File: src/design/cv3_pkg.sv
// Shared types and constants for the 3x3 convolution line buffer.
// Used by cv3_window, cv3_mac and conv3x3_line_buffer; depends on nothing.
`timescale 1ns / 1ps

package cv3_pkg;

  localparam int PIX_W  = 8;
  localparam int COEF_W = 16;
  localparam int TAPS   = 9;

  // Configuration register indexes.
  localparam int CFG_IDX_W = 3;
  localparam logic [CFG_IDX_W-1:0] CFG_COEF_TOP    = 3'd0;
  localparam logic [CFG_IDX_W-1:0] CFG_COEF_MID    = 3'd1;
  localparam logic [CFG_IDX_W-1:0] CFG_COEF_BOTTOM = 3'd2;
  localparam logic [CFG_IDX_W-1:0] CFG_WIDTH       = 3'd3;
  localparam logic [CFG_IDX_W-1:0] CFG_HEIGHT      = 3'd4;

  localparam int CFG_DATA_W = 48;
  localparam int WIDTH_W    = 11;
  localparam int HEIGHT_W   = 16;

  // Arithmetic widths: 9-bit signed pixel times 16-bit coefficient,
  // three products per kernel row, three rows in the total.
  localparam int PROD_W = 25;
  localparam int RSUM_W = 27;
  localparam int SUM_W  = 29;

  // Output queue.
  localparam int FIFO_DEPTH = 8;
  localparam int FIFO_AW    = 3;

  typedef logic [PIX_W-1:0] pix_t;
  typedef pix_t [TAPS-1:0] win_t;
  typedef logic signed [COEF_W-1:0] coef_t;
  typedef coef_t [TAPS-1:0] coef_arr_t;

  // Per-word flags that travel down the pipeline with the pixel.
  typedef struct packed {
    logic produce;
    logic row_last;
    logic frame_last;
  } tag_t;

  // One entry of the output queue.
  typedef struct packed {
    logic frame_last;
    logic row_last;
    logic saturated;
    pix_t pixel;
  } result_t;

endpackage

File: src/design/cv3_mac.sv
// Nine-tap multiply, row sums, total, rounding and saturation to 8 bits.
// Depends on cv3_pkg.
`timescale 1ns / 1ps

module cv3_mac #(
  parameter int COEF_FRAC_BITS = 14
) (
  input  logic                 clk,
  input  logic                 rst_n,
  input  logic                 w_valid,
  input  cv3_pkg::win_t        w_win,
  input  cv3_pkg::tag_t        w_tag,
  input  cv3_pkg::coef_arr_t   coef,
  output logic                 o_valid,
  output cv3_pkg::result_t     o_result,
  output logic [1:0]           busy_cnt
);

  localparam int PW = cv3_pkg::PROD_W;
  localparam int RW = cv3_pkg::RSUM_W;
  localparam int SW = cv3_pkg::SUM_W;
  localparam logic signed [SW-1:0] HALF = SW'(1) <<< (COEF_FRAC_BITS - 1);

  logic signed [PW-1:0] prod_r [cv3_pkg::TAPS];
  logic                 p_valid_r;
  cv3_pkg::tag_t        p_tag_r;
  logic signed [RW-1:0] rsum_r [3];
  logic                 s_valid_r;
  cv3_pkg::tag_t        s_tag_r;

  logic signed [SW-1:0] total;
  logic signed [SW-1:0] shifted;
  cv3_pkg::pix_t        val;
  logic                 sat;

  always_ff @(posedge clk) begin
    for (int i = 0; i < cv3_pkg::TAPS; i++) begin
      prod_r[i] <= $signed({1'b0, w_win[i]}) * coef[i];
    end
    for (int k = 0; k < 3; k++) begin
      rsum_r[k] <= RW'(prod_r[3*k]) + RW'(prod_r[3*k + 1]) + RW'(prod_r[3*k + 2]);
    end
    p_tag_r <= w_tag;
    s_tag_r <= p_tag_r;
  end

  always_ff @(posedge clk) begin
    if (!rst_n) begin
      p_valid_r <= 1'b0;
      s_valid_r <= 1'b0;
    end else begin
      p_valid_r <= w_valid;
      s_valid_r <= p_valid_r;
    end
  end

  // Round half up, floor-shift, then clip to the pixel range.
  always_comb begin
    total   = SW'(rsum_r[0]) + SW'(rsum_r[1]) + SW'(rsum_r[2]) + HALF;
    shifted = total >>> COEF_FRAC_BITS;
    if (total < 0) begin
      val = '0;
      sat = 1'b1;
    end else if (|shifted[SW-1:cv3_pkg::PIX_W]) begin
      val = '1;
      sat = 1'b1;
    end else begin
      val = shifted[cv3_pkg::PIX_W-1:0];
      sat = 1'b0;
    end
  end

  assign o_valid             = s_valid_r && s_tag_r.produce;
  assign o_result.pixel      = val;
  assign o_result.saturated  = sat;
  assign o_result.row_last   = s_tag_r.row_last;
  assign o_result.frame_last = s_tag_r.frame_last;
  assign busy_cnt            = {1'b0, p_valid_r} + {1'b0, s_valid_r};

endmodule

File: config.mk
export PLATFORM = sky130hd
export DESIGN_NAME = cv3_mac
export DESIGN_NICKNAME = d
export VERILOG_FILES = /design/src/design/cv3_pkg.sv /design/src/design/cv3_mac.sv
export SDC_FILE = /design/constraint.sdc
export NUM_CORES = 2
export LEC_CHECK = 0
export BUFFER_PORTS_ARGS = -buffer_cell sky130_fd_sc_hd__buf_4
export CAP_MARGIN = 20
export CORE_MARGIN = 4
export CORE_UTILIZATION = 50
export DETAILED_ROUTE_END_ITERATION = 8
export PLACE_DENSITY = 0.81
export SYNTH_ARGS = -nofsm -noshare
export SYNTH_HDL_FRONTEND = slang
export SYNTH_SLANG_ARGS = --single-unit
File: constraint.sdc
create_clock -name clk -period 4.9 [get_ports clk]
set_input_delay 0.245 -clock clk [delete_from_list [all_inputs] [get_ports clk]]
set_output_delay 0.245 -clock clk [all_outputs]
set_load 0.02 [all_outputs]
Yosys cells after proc, flatten, opt, wreduce, memory -nomap -nowiden
Memories as Yosys holds them, arrays and structs flattened.
Index checks and enable logic that the tools add are counted.

storage, ports and cells
  output and inout bits = 14
  flip-flop bits (word level) = 8
  bits of input ports = 222
  RAM bits = 306
  logic and storage cells = 36
  memories kept = 2

memory list
  name    depth  bits a word  read ports  clocked after memory_dff  wr ports  RTL line       source
  prod_r  9      25           9           0                         9         cv3_mac.sv:24  logic signed [PW-1:0] prod_r [cv3_pkg::TAPS];
  rsum_r  3      27           3           0                         3         cv3_mac.sv:27  logic signed [RW-1:0] rsum_r [3];

cells by class
  reduce and logical (&&, ||, !) cells = 2
  mux-type cells = 4
  multiply operators = 9
  add/subtract/negate cells = 10
  magnitude comparators = 1

operators with widths
  kind                                                                   count
  9-bit by 16-bit multiplier with 25-bit output                          9
  26-bit by 25-bit adder with 27-bit output                              3
  25-bit by 25-bit adder with 26-bit output                              3
  28-bit by 27-bit adder with 29-bit output                              1
  29-bit by 15-bit adder with 29-bit output, second input constant       1
  29-bit by 1-bit < comparator with 1-bit output, second input constant  1
  27-bit by 27-bit adder with 28-bit output                              1
  8-bit 2-to-1 mux                                                       2
  7-bit OR reduction                                                     1
  1-bit by 1-bit adder with 2-bit output                                 1
  1-bit 2-to-1 mux                                                       2
  1-bit logical AND                                                      1

Logic depth before layout (Yosys ltp)
  depth after elaboration = 6
  depth in mapped cells = 20
  mapped depth without buffers = 19

Least setup slack after synthesis
Ideal clock, no wire load.

  path kind = input-to-reg
  start = in w_win[56] (netlist bit)
  end = mem prod_r[0][198] (netlist bit)
  slack = 0.030 ns
  arrival time = 4.797 ns
  path buffers = 1
  data required time = 4.828 ns
  stages on the path = 19
  cell sequence = clkbuf_1 > nand2_1 > fa_1 > inv_1 > fa_1 > fa_1 > inv_1 > fa_1 > inv_1 > ha_1 > o21a_1 > o21ai_0 > a311oi_1 > o21ai_0 > a21boi_0 > o41a_1 > a41o_1 > o41ai_1 > xnor2_1

RTL lines
  element             RTL line       source
  start: declaration  cv3_mac.sv:11  input cv3_pkg::win_t w_win,
  end: declaration    cv3_mac.sv:24

==> impl_metrics.prom <==
# TYPE chip_impl_metric gauge
chip_impl_info{name="tritoncts",value="built"} 1
chip_impl_metric{name="max_cap_violations",unit=""} 0
chip_impl_info{name="critical_path_type",value="primary input to register"} 1
chip_impl_metric{name="htree_levels",unit=""} 2
chip_impl_metric{name="synth_largest_type_area_fraction",unit=""} 0.3769
chip_impl_metric{name="dp_hpwl",unit="mm"} 104.5
chip_impl_metric{name="report.final.setup_viol",unit=""} 0
chip_impl_metric{name="groute.usage.overall",unit=""} 0.2231
chip_impl_metric{name="synth_fp_nets",unit=""} 7767
chip_impl_metric{name="drc",unit=""} 0
chip_impl_metric{name="synth_sequential_area_ratio",unit=""} 0.1158
chip_impl_metric{name="globalRouteOverflowTotal",unit=""} 0
chip_impl_metric{name="seq_area",unit="mm^2"} 0.006294
chip_impl_metric{name="firstDrtPassIters",unit=""} 5
chip_impl_metric{name="routed_wire_length_per_instance",unit="um"} 16.04
chip_impl_metric{name="grt_antenna_before_repair",unit=""} 18
chip_impl_metric{name="cts.reportedPaths.clkPinSlew",unit="ns"} 0.06
chip_impl_metric{name="share_of_final_layout_standard_cells_stronger_than_drive_strength_1",unit=""} 0.07191
chip_impl_metric{name="max_slew_margin",unit=""} 0.2628
chip_impl_metric{name="worst_endpoint_data_arrival_time",unit="ns"} 5.23
chip_impl_metric{name="multi_input_area",unit="mm^2"} 0.04219
chip_impl_metric{name="dp_worst_setup_slack",unit="ns"} -0.3896
chip_impl_metric{name="floorplan.initialDensity",unit=""} 0.5050
chip_impl_metric{name="nFillCells",unit=""} 9207
chip_impl_metric{name="max_freq",unit="MHz"} 210.8
chip_impl_metric{name="floorplan.die_area",unit="mm^2"} 0.1139
chip_impl_info{name="synth.top_cells.by_area",value="sky130_fd_sc_hd__fa_1 38%, sky130_fd_sc_hd__ha_1 13%, sky130_fd_sc_hd__dfxtp_1 12%"} 1
chip_impl_metric{name="critPathRequiredTime",unit="ns"} 5.39
chip_impl_metric{name="timing.hold.ws",unit="ns"} 0.04529
chip_impl_metric{name="place.detailed.instances",unit=""} 7586
chip_impl_metric{name="report.final.hold_viol_count",unit=""} 0
chip_impl_info{name="cts_root_buf",value="sky130_fd_sc_hd__clkbuf_16"} 1
chip_impl_metric{name="finish.net_count",unit=""} 8065
chip_impl_metric{name="synth_cells",unit=""} 5945
chip_impl_metric{name="timing_worst_slew_pin_value",unit="ns"} 1.078
chip_impl_metric{name="cts_num_sinks",unit=""} 314
chip_impl_info{name="outcome",value="finished, final reports clean"} 1
chip_impl_metric{name="placement.io_buffers",unit=""} 235
chip_impl_metric{name="grt_pass1_wl",unit="mm"} 206.6
chip_impl_metric{name="synth_enable_flop_cells",unit=""} 0
chip_impl_metric{name="synth-seq-cells",unit=""} 314
chip_impl_metric{name="die_width",unit="um"} 337.5
chip_impl_metric{name="insertion_delay",unit="ns"} 0.56
chip_impl_info{name="end_kind",value="register"} 1
chip_impl_info{name="final_cell_mix",value="1,490 x sky130_fd_sc_hd__inv_1, 1,022 x sky130_fd_sc_hd__fa_1, 659 x sky130_fd_sc_hd__and2_1"} 1
chip_impl_metric{name="slew_viol_final",unit=""} 0
chip_impl_metric{name="synth-async-reset-ratio",unit=""} 0
chip_impl_metric{name="finalWirelength",unit="mm"} 123.3
chip_impl_metric{name="cts.path.max_buffers",unit=""} 3
chip_impl_info{name="synth_top_flop_cell",value="sky130_fd_sc_hd__dfxtp_1"} 1
chip_impl_metric{name="gp_routability_congestion",unit=""} 0.9056
chip_impl_metric{name="design.portCount",unit=""} 236
chip_impl_info{name="critical_path.cell_chain",value="dlygate4sd3_1 -> buf_4 -> and2_1 -> fa_1 -> fa_1 -> ha_1 -> inv_1 -> fa_1 -> inv_1 -> ha_1 -> a211oi_2 -> o21ai_1 -> a21oi_2 -> o21ai_0 -> o31ai_2 -> o2111ai_1 -> a31o_2 -> a21oi_1 -> xnor2_1"} 1
chip_impl_info{name="rsz_0062_raised_after_global_routing",value="true"} 1
chip_impl_metric{name="final_min_period_over_clock_period",unit=""} 0.9682
chip_impl_metric{name="pin_count_of_the_biggest_net_entering_global_routing",unit=""} 17
chip_impl_metric{name="synth.distinct_cells",unit=""} 72
chip_impl_metric{name="timing.critical_path.fanout_max",unit=""} 8
chip_impl_metric{name="rows",unit=""} 120
chip_impl_info{name="most_common_cell_after_layout_fill_and_taps_aside",value="sky130_fd_sc_hd__inv_1"} 1
chip_impl_metric{name="skew",unit="ns"} 0.01459
chip_impl_metric{name="yosys_warnings",unit=""} 0
chip_impl_metric{name="chipHeight",unit="um"} 337.5
chip_impl_metric{name="detail_route.vias_per_cell",unit=""} 5.134
chip_impl_info{name="synth_top_cell_by_area",value="sky130_fd_sc_hd__fa_1"} 1
chip_impl_metric{name="timing.final.crit_period",unit="ns"} 4.744
chip_impl_info{name="critical-path-slowest-cell",value="sky130_fd_sc_hd__dlygate4sd3_1"} 1
chip_impl_info{name="critical_path.startpoint_type",value="primary input"} 1
chip_impl_metric{name="grt_pass1_vias",unit=""} 42470
chip_impl_metric{name="area_delta_synth_final",unit="%"} 10.17
chip_impl_metric{name="drt_iter0_drc",unit=""} 1833
chip_impl_metric{name="fin_cells",unit=""} 7687
chip_impl_metric{name="final_critical_path_setup_slack",unit="ns"} 0.1560
chip_impl_metric{name="drtAntennaViolNets",unit=""} 0
chip_impl_metric{name="route.vias.total",unit=""} 39460
chip_impl_metric{name="cpPeakStageDelay",unit="ns"} 0.57
chip_impl_metric{name="design.core.area",unit="mm^2"} 0.1075
chip_impl_info{name="cpMostUsedCell",value="sky130_fd_sc_hd__fa_1"} 1
chip_impl_metric{name="syn_avg_cell_area",unit="um^2"} 9.132
chip_impl_metric{name="syn-cell-area",unit="mm^2"} 0.05429
chip_impl_metric{name="cts_made_buffers",unit=""} 38
chip_impl_info{name="worstHoldPathType",value="primary input to register"} 1
==> worst paths after layout <==
path / startpoint / end / slack (ns) / depth (start not counted)
max: coef[112] / prod_r[0][199]$_DFF_P_ / 0.16 / 19
min: w_win[64] / prod_r[0][200]$_DFF_P_ / 0.05 / 2
max reg2reg: prod_r[0][2]$_DFF_P_ / rsum_r[0][16]$_DFF_P_ / 0.89 / 11
min reg2reg: p_tag_r[2]$_DFF_P_ / s_tag_r[2]$_DFF_P_ / 0.33 / 0
==> Yosys cell counts, types with 15 or more instances <==
master / n
sky130_fd_sc_hd__fa_1: 1022
sky130_fd_sc_hd__dfxtp_1: 314
sky130_fd_sc_hd__nand2b_1: 20
sky130_fd_sc_hd__xor2_1: 62
sky130_fd_sc_hd__a211oi_1: 22
sky130_fd_sc_hd__a21oi_1: 189
sky130_fd_sc_hd__and2_1: 659
sky130_fd_sc_hd__a31oi_1: 21
sky130_fd_sc_hd__a21o_1: 75
sky130_fd_sc_hd__xnor2_1: 207
sky130_fd_sc_hd__nor2b_1: 30
sky130_fd_sc_hd__o21bai_1: 40
sky130_fd_sc_hd__o21ai_0: 96
sky130_fd_sc_hd__ha_1: 578
sky130_fd_sc_hd__and3_1: 26
sky130_fd_sc_hd__nor2_1: 129
sky130_fd_sc_hd__nor3_1: 46
sky130_fd_sc_hd__o21a_1: 50
sky130_fd_sc_hd__nand2_1: 577
sky130_fd_sc_hd__inv_1: 1492
sky130_fd_sc_hd__o211ai_1: 15
sky130_fd_sc_hd__nand3_1: 38
sky130_fd_sc_hd__clkbuf_1: 82
==> critical path, delay by kind of cell <==
family | cells | cell delay (ns)
compound gates | 8 | 1.91
fa+ha+maj | 5 | 1.92
buf+inv | 4 | 0.84
xor+xnor | 1 | 0.14
simple gates | 1 | 0.17
==> registers in the layout (all words and copies together) (netlist names) <==
name       count
p_tag_r        3
s_tag_r        1
p_valid_r      1
o_result       2
s_valid_r      1
prod_r       225
rsum_r        81
==> kinds of logic (layout without fill, tap and decap cells) <==
| family | after synthesis | count (layout) | synth area share |
|---|---|---|---|
| AOI/OAI and AO/OA | 605 | 605 | 0.07271 |
| xor gates and xnor gates | 269 | 269 | 0.04340 |
| adders and majority gates | 1600 | 1600 | 0.5101 |
| DFF | 314 | 314 | 0.1158 |
| muxes | 5 | 5 | 0.001014 |
| buffers and inverters | 1578 | 1905 | 0.1093 |
| and+or+nand+nor | 1574 | 1574 | 0.1477 |
| other | 0 | 12 | 0 |
==> through the flow <==
stage	instance area [um^2]	TNS (ns)	utilization
floorplan	54290	0	-
global placement	58140	-0.2765	0.5409
detailed placement	58140	-1.420	0.5409
CTS	59660	0	0.5550
global route	59790	-0.004454	0.5561
finish	59810	0	0.5564
==> final cells by class <==
type                       count  area share
multi-input combinational   4053      0.7054
antenna                       12   0.0005020
tap                         1403     0.02935
clock inverter                21    0.004100
timing repair buffer         344     0.04395
inverter                    1492     0.09363
sequential                   314      0.1052
clock buffer                  48     0.01788
==> timing repair <==
action | in CTS | in global routing
pin swaps | 1 | 2
resized for setup | 11 | 23
cloned | 0 | 1
buffers inserted | 1 | 4
setup endpoints to repair | 9 | 16
hold buffers | 14 | 0
hold endpoints to repair | 13 | 0
==> layer usage <==
| layer | wire length [um] | GRT usage |
|---|---|---|
| met1 | 51780 | 0.2846 |
| met5 | 115 | 0 |
| met3 | 6552 | 0.03462 |
| met4 | 3305 | 0.05944 |
| met2 | 61530 | 0.3955 |
Power is left out: the tool's default activity adds up to more than one toggle a clock period on the data nets, which glitch-free logic cannot reach.
